$ cat src/hw/rtl/alsr_pkg.sv
package alsr_pkg;

    localparam int REG_COUNT = 8;
    localparam int REG_IDX_W = $clog2(REG_COUNT);
    localparam int QUO_W     = 32;
    localparam int MAG_W     = 29;
    // floor(x / 1000) == (x * DIV_MAGIC) >> DIV_SHIFT for every 32-bit x
    localparam logic [MAG_W-1:0] DIV_MAGIC = 29'd274877907;
    localparam int               DIV_SHIFT = 38;

    // bus event codes
    localparam logic [1:0] REQ_START = 2'd0;
    localparam logic [1:0] REQ_WRITE = 2'd1;
    localparam logic [1:0] REQ_READ  = 2'd2;
    localparam logic [1:0] REQ_OTHER = 2'd3;

    // register indexes
    localparam logic [REG_IDX_W-1:0] REG_CMD     = 3'd0;
    localparam logic [REG_IDX_W-1:0] REG_CTL     = 3'd1;
    localparam logic [REG_IDX_W-1:0] REG_THR_HI  = 3'd2;
    localparam logic [REG_IDX_W-1:0] REG_THR_LO  = 3'd3;
    localparam logic [REG_IDX_W-1:0] REG_SNS_LO  = 3'd4;
    localparam logic [REG_IDX_W-1:0] REG_SNS_HI  = 3'd5;
    localparam logic [REG_IDX_W-1:0] REG_TMR_LO  = 3'd6;
    localparam logic [REG_IDX_W-1:0] REG_TMR_HI  = 3'd7;

    localparam logic [7:0]  CMD_WR_MASK  = 8'hEF;
    localparam logic [7:0]  CTL_WR_MASK  = 8'h2F;
    localparam int          CTL_IRQ_BIT  = 5;
    localparam logic [7:0]  THR_HI_RESET = 8'hFF;
    localparam logic [7:0]  RD_MISS      = 8'hFF;
    localparam logic [15:0] LUX_RESET    = 16'd500;

    typedef struct packed {
        logic accept;
        logic div_step;
        logic fin;
        logic load_out;
    } t_dp_cmd;

    typedef struct packed {
        logic cmd_wr;
    } t_dp_stat;

    function automatic logic [15:0] max_count(input logic [1:0] sel);
        logic [15:0] m;
        case (sel)
            2'd0:    m = 16'hFFFF;
            2'd1:    m = 16'h0FFF;
            2'd2:    m = 16'h00FF;
            default: m = 16'h000F;
        endcase
        return m;
    endfunction

endpackage

$ cat src/hw/rtl/alsr_in_if.sv
interface alsr_in_if;
    logic       valid;
    logic       ready;
    logic [1:0] req_type;
    logic [7:0] write_byte;

    modport source (output valid, output req_type, output write_byte, input ready);
    modport sink   (input valid, input req_type, input write_byte, output ready);
endinterface

$ cat src/hw/rtl/alsr_out_if.sv
interface alsr_out_if;
    logic       valid;
    logic       ready;
    logic [7:0] read_byte;
    logic       irq_line;

    modport source (output valid, output read_byte, output irq_line, input ready);
    modport sink   (input valid, input read_byte, input irq_line, output ready);
endinterface

$ cat src/hw/rtl/ambient_light_sensor_regs_top.sv
// Channel   Dir  Beat fields              Handshake
// i_in      in   req_type[1:0], write_byte valid/ready
// o_out     out  read_byte[7:0], irq_line  valid/ready
// i_cfg     in   i_cfg_wdata[15:0]         i_cfg_we, no wait
//
// Any bus event but a command-register write goes from idle straight to the response
// state. A command write runs the converter first: the DIV state does the reciprocal
// multiply that divides by 1000, then FIN stores the count. One beat is in flight at a time.
// Reset (synchronous, active low) restores the register file, pointer and lux.
// A stalled output beat holds the block; input is taken as the beat leaves.
module ambient_light_sensor_regs_top
    import alsr_pkg::*;
(
    input  logic        i_clk,
    input  logic        i_rst_n,
    input  logic        i_cfg_we,
    input  logic [15:0] i_cfg_wdata,
    alsr_in_if.sink     i_in,
    alsr_out_if.source  o_out
);

    t_dp_cmd  w_cmd;
    t_dp_stat w_stat;

    alsr_ctrl u_ctrl (
        .i_clk       (i_clk),
        .i_rst_n     (i_rst_n),
        .i_in_valid  (i_in.valid),
        .o_in_ready  (i_in.ready),
        .i_out_ready (o_out.ready),
        .o_out_valid (o_out.valid),
        .o_cmd       (w_cmd),
        .i_stat      (w_stat)
    );

    alsr_dp u_dp (
        .i_clk        (i_clk),
        .i_rst_n      (i_rst_n),
        .i_cfg_we     (i_cfg_we),
        .i_cfg_wdata  (i_cfg_wdata),
        .i_req_type   (i_in.req_type),
        .i_write_byte (i_in.write_byte),
        .i_cmd        (w_cmd),
        .o_stat       (w_stat),
        .o_read_byte  (o_out.read_byte),
        .o_irq_line   (o_out.irq_line)
    );

endmodule

$ cat src/hw/rtl/alsr_ctrl.sv
module alsr_ctrl
    import alsr_pkg::*;
(
    input  logic     i_clk,
    input  logic     i_rst_n,
    input  logic     i_in_valid,
    output logic     o_in_ready,
    input  logic     i_out_ready,
    output logic     o_out_valid,
    output t_dp_cmd  o_cmd,
    input  t_dp_stat i_stat
);

    typedef enum logic [3:0] {
        ST_IDLE = 4'b0001,
        ST_DIV  = 4'b0010,
        ST_FIN  = 4'b0100,
        ST_RESP = 4'b1000
    } t_state;

    t_state r_state, n_state;
    logic   r_out_valid, n_out_valid;
    logic   w_accept;

    assign o_in_ready  = (r_state == ST_IDLE) && (!r_out_valid || i_out_ready);
    assign w_accept    = i_in_valid && o_in_ready;
    assign o_out_valid = r_out_valid;

    assign o_cmd.accept   = w_accept;
    assign o_cmd.div_step = (r_state == ST_DIV);
    assign o_cmd.fin      = (r_state == ST_FIN);
    assign o_cmd.load_out = (r_state == ST_RESP);

    always_comb begin
        n_state = r_state;
        case (r_state)
            ST_IDLE: begin
                if (w_accept) begin
                    n_state = i_stat.cmd_wr ? ST_DIV : ST_RESP;
                end
            end
            ST_DIV:  n_state = ST_FIN;
            ST_FIN:  n_state = ST_RESP;
            ST_RESP: n_state = ST_IDLE;
            default: n_state = ST_IDLE;
        endcase
    end

    always_comb begin
        n_out_valid = r_out_valid;
        if (o_cmd.load_out) begin
            n_out_valid = 1'b1;
        end else if (i_out_ready) begin
            n_out_valid = 1'b0;
        end
    end

    always_ff @(posedge i_clk) begin
        if (!i_rst_n) begin
            r_state     <= ST_IDLE;
            r_out_valid <= 1'b0;
        end else begin
            r_state     <= n_state;
            r_out_valid <= n_out_valid;
        end
    end

    a_one_at_a_time: assert property (@(posedge i_clk) disable iff (!i_rst_n)
        w_accept |=> !o_in_ready)
        else $error("input taken while an item is in flight");

    a_fin_to_resp: assert property (@(posedge i_clk) disable iff (!i_rst_n)
        (r_state == ST_FIN) |=> (r_state == ST_RESP))
        else $error("conversion finish not followed by response");

    a_resp_slot_free: assert property (@(posedge i_clk) disable iff (!i_rst_n)
        (r_state == ST_RESP) |-> !r_out_valid)
        else $error("response would overwrite a pending beat");

endmodule

$ cat src/hw/rtl/alsr_dp.sv
module alsr_dp
    import alsr_pkg::*;
(
    input  logic        i_clk,
    input  logic        i_rst_n,
    input  logic        i_cfg_we,
    input  logic [15:0] i_cfg_wdata,
    input  logic [1:0]  i_req_type,
    input  logic [7:0]  i_write_byte,
    input  t_dp_cmd     i_cmd,
    output t_dp_stat    o_stat,
    output logic [7:0]  o_read_byte,
    output logic        o_irq_line
);

    logic [7:0]           r_file [REG_COUNT];
    logic [7:0]           r_ptr;
    logic                 r_await;
    logic [15:0]          r_lux;
    logic [7:0]           r_rd;
    logic                 r_en;
    logic [15:0]          r_maxc;
    logic [QUO_W-1:0]     r_quo;
    logic [7:0]           r_read_byte;
    logic                 r_irq_line;

    logic                 w_in_file;
    logic [REG_IDX_W-1:0] w_idx;
    logic [7:0]           w_rd_val;
    logic [15:0]          w_maxc_new;
    logic [31:0]          w_prod;
    logic [1:0]           w_gain;
    logic [QUO_W+MAG_W-1:0] w_recip;
    logic [15:0]          w_count;
    logic [15:0]          w_count_en;
    logic                 w_flag;

    assign w_in_file = (r_ptr < 8'(REG_COUNT));
    assign w_idx     = r_ptr[REG_IDX_W-1:0];
    assign w_rd_val  = w_in_file ? r_file[w_idx] : RD_MISS;

    assign o_stat.cmd_wr   = (i_req_type == REQ_WRITE) && !r_await && w_in_file
                             && (w_idx == REG_CMD);

    // conversion setup: product of lux and full scale, pre-shifted by the gain
    assign w_maxc_new = max_count(i_write_byte[1:0]);
    assign w_gain     = r_file[REG_CTL][3:2];
    assign w_prod     = r_lux * w_maxc_new;

    // divide by 1000 as a multiply by the rounded-up reciprocal
    assign w_recip    = r_quo * DIV_MAGIC;

    assign w_count    = (r_quo > {16'd0, r_maxc}) ? r_maxc : r_quo[15:0];
    assign w_count_en = r_en ? w_count : 16'd0;
    assign w_flag     = r_en && ((w_count > {r_file[REG_THR_HI], 8'h00})
                                 || (w_count < {r_file[REG_THR_LO], 8'h00}));

    always_ff @(posedge i_clk) begin
        if (!i_rst_n) begin
            r_lux <= LUX_RESET;
        end else if (i_cfg_we) begin
            r_lux <= i_cfg_wdata;
        end
    end

    always_ff @(posedge i_clk) begin
        if (!i_rst_n) begin
            for (int i = 0; i < REG_COUNT; i++) begin
                r_file[i] <= (i == int'(REG_THR_HI)) ? THR_HI_RESET : 8'h00;
            end
            r_ptr   <= 8'h00;
            r_await <= 1'b0;
        end else if (i_cmd.accept) begin
            case (i_req_type)
                REQ_START: r_await <= 1'b1;
                REQ_WRITE: begin
                    if (r_await) begin
                        r_ptr   <= i_write_byte;
                        r_await <= 1'b0;
                    end else begin
                        r_ptr <= r_ptr + 8'd1;
                        if (w_in_file) begin
                            case (w_idx)
                                REG_CMD:    r_file[REG_CMD] <= i_write_byte & CMD_WR_MASK;
                                REG_CTL:    r_file[REG_CTL] <= i_write_byte & CTL_WR_MASK;
                                REG_THR_HI: r_file[REG_THR_HI] <= i_write_byte;
                                REG_THR_LO: r_file[REG_THR_LO] <= i_write_byte;
                                default:    ;
                            endcase
                        end
                    end
                end
                REQ_READ:  r_ptr <= r_ptr + 8'd1;
                REQ_OTHER: ;
                default:   ;
            endcase
        end else if (i_cmd.fin) begin
            if (w_flag) begin
                r_file[REG_CTL][CTL_IRQ_BIT] <= 1'b1;
            end
            r_file[REG_SNS_LO] <= w_count_en[7:0];
            r_file[REG_SNS_HI] <= w_count_en[15:8];
            r_file[REG_TMR_LO] <= r_en ? r_maxc[7:0]  : 8'h00;
            r_file[REG_TMR_HI] <= r_en ? r_maxc[15:8] : 8'h00;
        end
    end

    always_ff @(posedge i_clk) begin
        if (i_cmd.accept) begin
            r_rd   <= (i_req_type == REQ_READ) ? w_rd_val : 8'h00;
            r_en   <= i_write_byte[7] && !i_write_byte[6];
            r_maxc <= w_maxc_new;
            r_quo  <= w_prod >> {w_gain, 1'b0};
        end else if (i_cmd.div_step) begin
            r_quo <= QUO_W'(w_recip >> DIV_SHIFT);
        end
    end

    always_ff @(posedge i_clk) begin
        if (i_cmd.load_out) begin
            r_read_byte <= r_rd;
            r_irq_line  <= !r_file[REG_CTL][CTL_IRQ_BIT];
        end
    end

    assign o_read_byte = r_read_byte;
    assign o_irq_line  = r_irq_line;

    a_disabled_zero: assert property (@(posedge i_clk) disable iff (!i_rst_n)
        (i_cmd.fin && !r_en) |=> (r_file[REG_SNS_LO] == 8'h00 && r_file[REG_SNS_HI] == 8'h00
                                  && r_file[REG_TMR_LO] == 8'h00))
        else $error("disabled conversion left a nonzero count");

    a_count_clamped: assert property (@(posedge i_clk) disable iff (!i_rst_n)
        (i_cmd.fin && r_en) |=> ({r_file[REG_SNS_HI], r_file[REG_SNS_LO]} <= r_maxc))
        else $error("conversion count above full scale");

    a_ptr_hold: assert property (@(posedge i_clk) disable iff (!i_rst_n)
        !i_cmd.accept |=> (r_ptr == $past(r_ptr)))
        else $error("register pointer moved without a bus event");

endmodule

$ cat src/flat_wrapper.sv
// flat-port wrapper written by rule: the top's interface ports become plain ports
module ambient_light_sensor_regs_top_flat import alsr_pkg::*;
  (i_clk, i_rst_n, i_cfg_we, i_cfg_wdata, i_in_valid, i_in_req_type, i_in_write_byte, i_in_ready, o_out_valid, o_out_read_byte, o_out_irq_line, o_out_ready);
  alsr_in_if i_in_i ();
  alsr_out_if o_out_i ();
  input  logic i_clk;
  input  logic i_rst_n;
  input  logic i_cfg_we;
  input  logic [15:0] i_cfg_wdata;
  input wire logic [$bits(i_in_i.valid)-1:0] i_in_valid;
  input wire logic [$bits(i_in_i.req_type)-1:0] i_in_req_type;
  input wire logic [$bits(i_in_i.write_byte)-1:0] i_in_write_byte;
  output wire logic [$bits(i_in_i.ready)-1:0] i_in_ready;
  output wire logic [$bits(o_out_i.valid)-1:0] o_out_valid;
  output wire logic [$bits(o_out_i.read_byte)-1:0] o_out_read_byte;
  output wire logic [$bits(o_out_i.irq_line)-1:0] o_out_irq_line;
  input wire logic [$bits(o_out_i.ready)-1:0] o_out_ready;
  assign i_in_i.valid = i_in_valid;
  assign i_in_i.req_type = i_in_req_type;
  assign i_in_i.write_byte = i_in_write_byte;
  assign i_in_ready = i_in_i.ready;
  assign o_out_valid = o_out_i.valid;
  assign o_out_read_byte = o_out_i.read_byte;
  assign o_out_irq_line = o_out_i.irq_line;
  assign o_out_i.ready = o_out_ready;
  ambient_light_sensor_regs_top u_core (.i_clk(i_clk), .i_rst_n(i_rst_n), .i_cfg_we(i_cfg_we), .i_cfg_wdata(i_cfg_wdata), .i_in(i_in_i), .o_out(o_out_i));
endmodule
$ cat config.mk
export PLATFORM = sky130hd
export DESIGN_NAME = ambient_light_sensor_regs_top_flat
export DESIGN_NICKNAME = d
export VERILOG_FILES = /design/src/hw/rtl/alsr_pkg.sv /design/src/hw/rtl/alsr_in_if.sv /design/src/hw/rtl/alsr_out_if.sv /design/src/hw/rtl/ambient_light_sensor_regs_top.sv /design/src/hw/rtl/alsr_ctrl.sv /design/src/hw/rtl/alsr_dp.sv /design/src/flat_wrapper.sv
export SDC_FILE = /design/constraint.sdc
export NUM_CORES = 2
export LEC_CHECK = 0
export ABC_AREA = 1
export ABC_CLOCK_PERIOD_IN_PS = 18600
export BUFFER_PORTS_ARGS = -buffer_cell sky130_fd_sc_hd__buf_2
export CORE_ASPECT_RATIO = 1.2
export CORE_MARGIN = 3
export CORE_UTILIZATION = 25
export DETAILED_ROUTE_END_ITERATION = 10
export PLACE_DENSITY_LB_ADDON = 0.15
export SETUP_SLACK_MARGIN = 0.3
export SYNTH_ARGS = -nofsm -noshare
export SYNTH_HDL_FRONTEND = slang
export SYNTH_SLANG_ARGS = --single-unit
$ cat constraint.sdc
create_clock -name i_clk -period 18.6 [get_ports i_clk]
set_input_delay 2.79 -clock i_clk [delete_from_list [all_inputs] [get_ports i_clk]]
set_output_delay 2.79 -clock i_clk [all_outputs]
set_load 0.02 [all_outputs]
==> flow_metrics.tcl <==
set metrics [dict create \
    die_area_um2 125400 \
    synth.area.top_cells "fa_1, ha_1, inv_1" \
    h-tree-depth 4 \
    tightest_slew_ns 0.9943 \
    dieHeight_um 387.3 \
    gp_congestion 0.8375 \
    vias_per_cell 4.346 \
    postRouteWirelength_um 95080 \
    worst_clock_skew_ns 0.01880 \
    drv_cap 0 \
    rsz0062_at_grt "false" \
    setup_violations 0 \
    hold_viol 0 \
    fin_tns_setup_ns 0 \
    maxSlewViolCount 0 \
    numCtsBuffers 17 \
    grt_pass1_wl_um 147900 \
    grt_pass1_vias 24620 \
    required_ns 18.78 \
    hold_class "register to register" \
    cp-start-kind "input port" \
    yosysTopAreaCell "fa_1" \
    groute.usage.overall 0.1567 \
    layout_common_cells "inv_1, ha_1, fa_1" \
    postCtsHoldBufs 0 \
    netlist_instances 3448 \
    drt-pass1-iter-count 5 \
    ant_nets 0 \
    clk-insertion-delay-late_ns 0.45 \
    postCtsSetupBuffers 0 \
    antenna_found_initial 0 \
    drtIter0Drc 878 \
    synth_edf_count 101 \
    yosysWarnings 0 \
    critPathKind "input port to register" \
    cts_resized 0 \
    synth.yosys.seq_area_share 0.1219 \
    rows 139 \
    fmax_ghz 0.1129 \
    critPathTopFamily "adder cells" \
    synthArstFlopShare 0 \
    syn_area_um2 30290 \
    num_vias 22020 \
    initial_core_util 0.2524 \
    drc 0 \
    die_width_um 323.8 \
    synth_fp_nets 4510 \
    grt_start_max_net_pins 33 \
    port_buffers 41 \
    max-slew-margin-rel 0.3364 \
    wl_per_cell_um 18.77 \
    critPathArrivalTime_ns 9.03 \
    syn_to_final_growth_pct 9.026 \
    regArea_um2 3694 \
    nFillCells 13110 \
    path_clk_slew_ns 0.07 \
    slowest_stage "fa_1" \
    ys_types 66 \
    io_pins 42 \
    cts_tree "built" \
    synth.avg_cell_area_um2 8.785 \
    yosysTopAreaCellShare 0.3258 \
    min_period_ns 8.855 \
    core_area_um2 120000 \
    nets 4563 \
    root_buffer "clkbuf_16" \
    gr-total-overflow 0 \
    drive_gt1_frac 0.04382 \
    final_common_cell "inv_1" \
    status "completed" \
    synth_flop_cell "edfxtp_1" \
    multi_input_area_um2 22750 \
    cp_max_fo 20 \
    endpoint_kind "register" \
    hpwl_um 83620 \
    clockBufferDepth 2 \
    cts.sinks 134 \
    max_stage_delay_ns 0.51 \
    synth_seq_cells 134 \
    finalCritPeriodShare 0.4761 \
    crit_buf_inv 7 \
]
==> state kept, by name (all words and copies together), names as in the netlist, named ones only <==
name	cells
u_core.u_ctrl.o_out_valid	1
u_core.u_ctrl.r_state	4
u_core.u_dp.o_irq_line	1
u_core.u_dp.o_read_byte	8
u_core.u_dp.r_await	1
u_core.u_dp.r_en	1
u_core.u_dp.r_file	48
u_core.u_dp.r_lux	16
u_core.u_dp.r_maxc	3
u_core.u_dp.r_ptr	8
u_core.u_dp.r_quo	32
u_core.u_dp.r_rd	8
==> stage by stage <==
| stage | utilization | hold WS [ns] | area, um^2 | instances | setup WS (ns) |
|---|---|---|---|---|---|
| after detailed placement | 0.2704 | 0.4045 | 32450 | 5033 | 9.298 |
| after global placement | 0.2704 | 0.4030 | 32450 | 5033 | 9.339 |
| final | 0.2752 | 0.4187 | 33020 | 5066 | 9.745 |
| after CTS | 0.2752 | 0.4209 | 33020 | 5065 | 9.770 |
| after floorplan | - | 0.4003 | 30290 | 3448 | 10.09 |
| after global routing | 0.2752 | 0.4246 | 33020 | 5065 | 9.286 |
==> cell type report <==
class,instances,area share
Clock inverter,14,0.004319
Inverter,973,0.1106
Timing Repair Buffer,68,0.01235
Antenna cell,1,0.00007577
Sequential cell,134,0.1118
Clock buffer,18,0.01300
Tap cell,1551,0.05876
Multi-Input combinational cell,2307,0.6890
==> final timing paths <==
path,from,to,slack (ns),cells after the start
worst max-delay path,i_in_write_byte[1],u_core.u_dp.r_quo[21]$_DFFE_PP_,9.75,26
worst min-delay path,u_core.u_dp.r_rd[4]$_SDFFCE_PN0P_,u_core.u_dp.o_read_byte[4]$_DFFE_PP_,0.42,0
worst max register to register,u_core.u_dp.r_quo[23]$_SDFFCE_PN0P_,u_core.u_dp.r_quo[0]$_DFFE_PP_,11.17,23
worst min register to register,u_core.u_dp.r_rd[4]$_SDFFCE_PN0P_,u_core.u_dp.o_read_byte[4]$_DFFE_PP_,0.42,0
==> metal layers <==
layer | up-vias | share of wire | global-route usage
met5 | - | 0 | 0
met2 | 286 | 0.52 | 0.2908
met3 | 118 | 0.018 | 0.01009
li1 | 10820 | - | -
met1 | 10790 | 0.43 | 0.1899
met4 | 0 | 0.036 | 0.05224
==> logic make-up after synthesis <==
kind of cell             Yosys count  share of synthesized area
AO/OA/AOI/OAI                    410                    0.07733
AND/OR/NAND/NOR                  840                     0.1180
adder cells (fa/ha/maj)         1031                     0.5481
XOR/XNOR                          23                   0.006650
flip-flops                       134                     0.1219
multiplexers                       3                  0.0009914
buffers and inverters           1007                     0.1271
==> cells in the mapped netlist (5+ instances only) <==
| library cell | number |
|---|---|
| nand2_2 | 7 |
| dfxtp_1 | 33 |
| o211ai_1 | 6 |
| nor3_1 | 18 |
| buf_2 | 7 |
| a211oi_1 | 7 |
| fa_1 | 493 |
| o21bai_1 | 15 |
| a31oi_1 | 18 |
| nand4_1 | 23 |
| nor4_1 | 5 |
| nand3_2 | 7 |
| a21oi_1 | 152 |
| clkbuf_1 | 17 |
| a21o_1 | 14 |
| nor2_2 | 7 |
| inv_2 | 6 |
| nand3_1 | 108 |
| inv_1 | 962 |
| o21ai_1 | 14 |
| xnor2_1 | 7 |
| ha_1 | 538 |
| nand2_1 | 389 |
| o21ai_0 | 142 |
| xor2_1 | 16 |
| nor2_1 | 253 |
| edfxtp_1 | 101 |
Power is not shown: default switching activity piles up to over one toggle a cycle in this logic, so the estimate is an artifact.
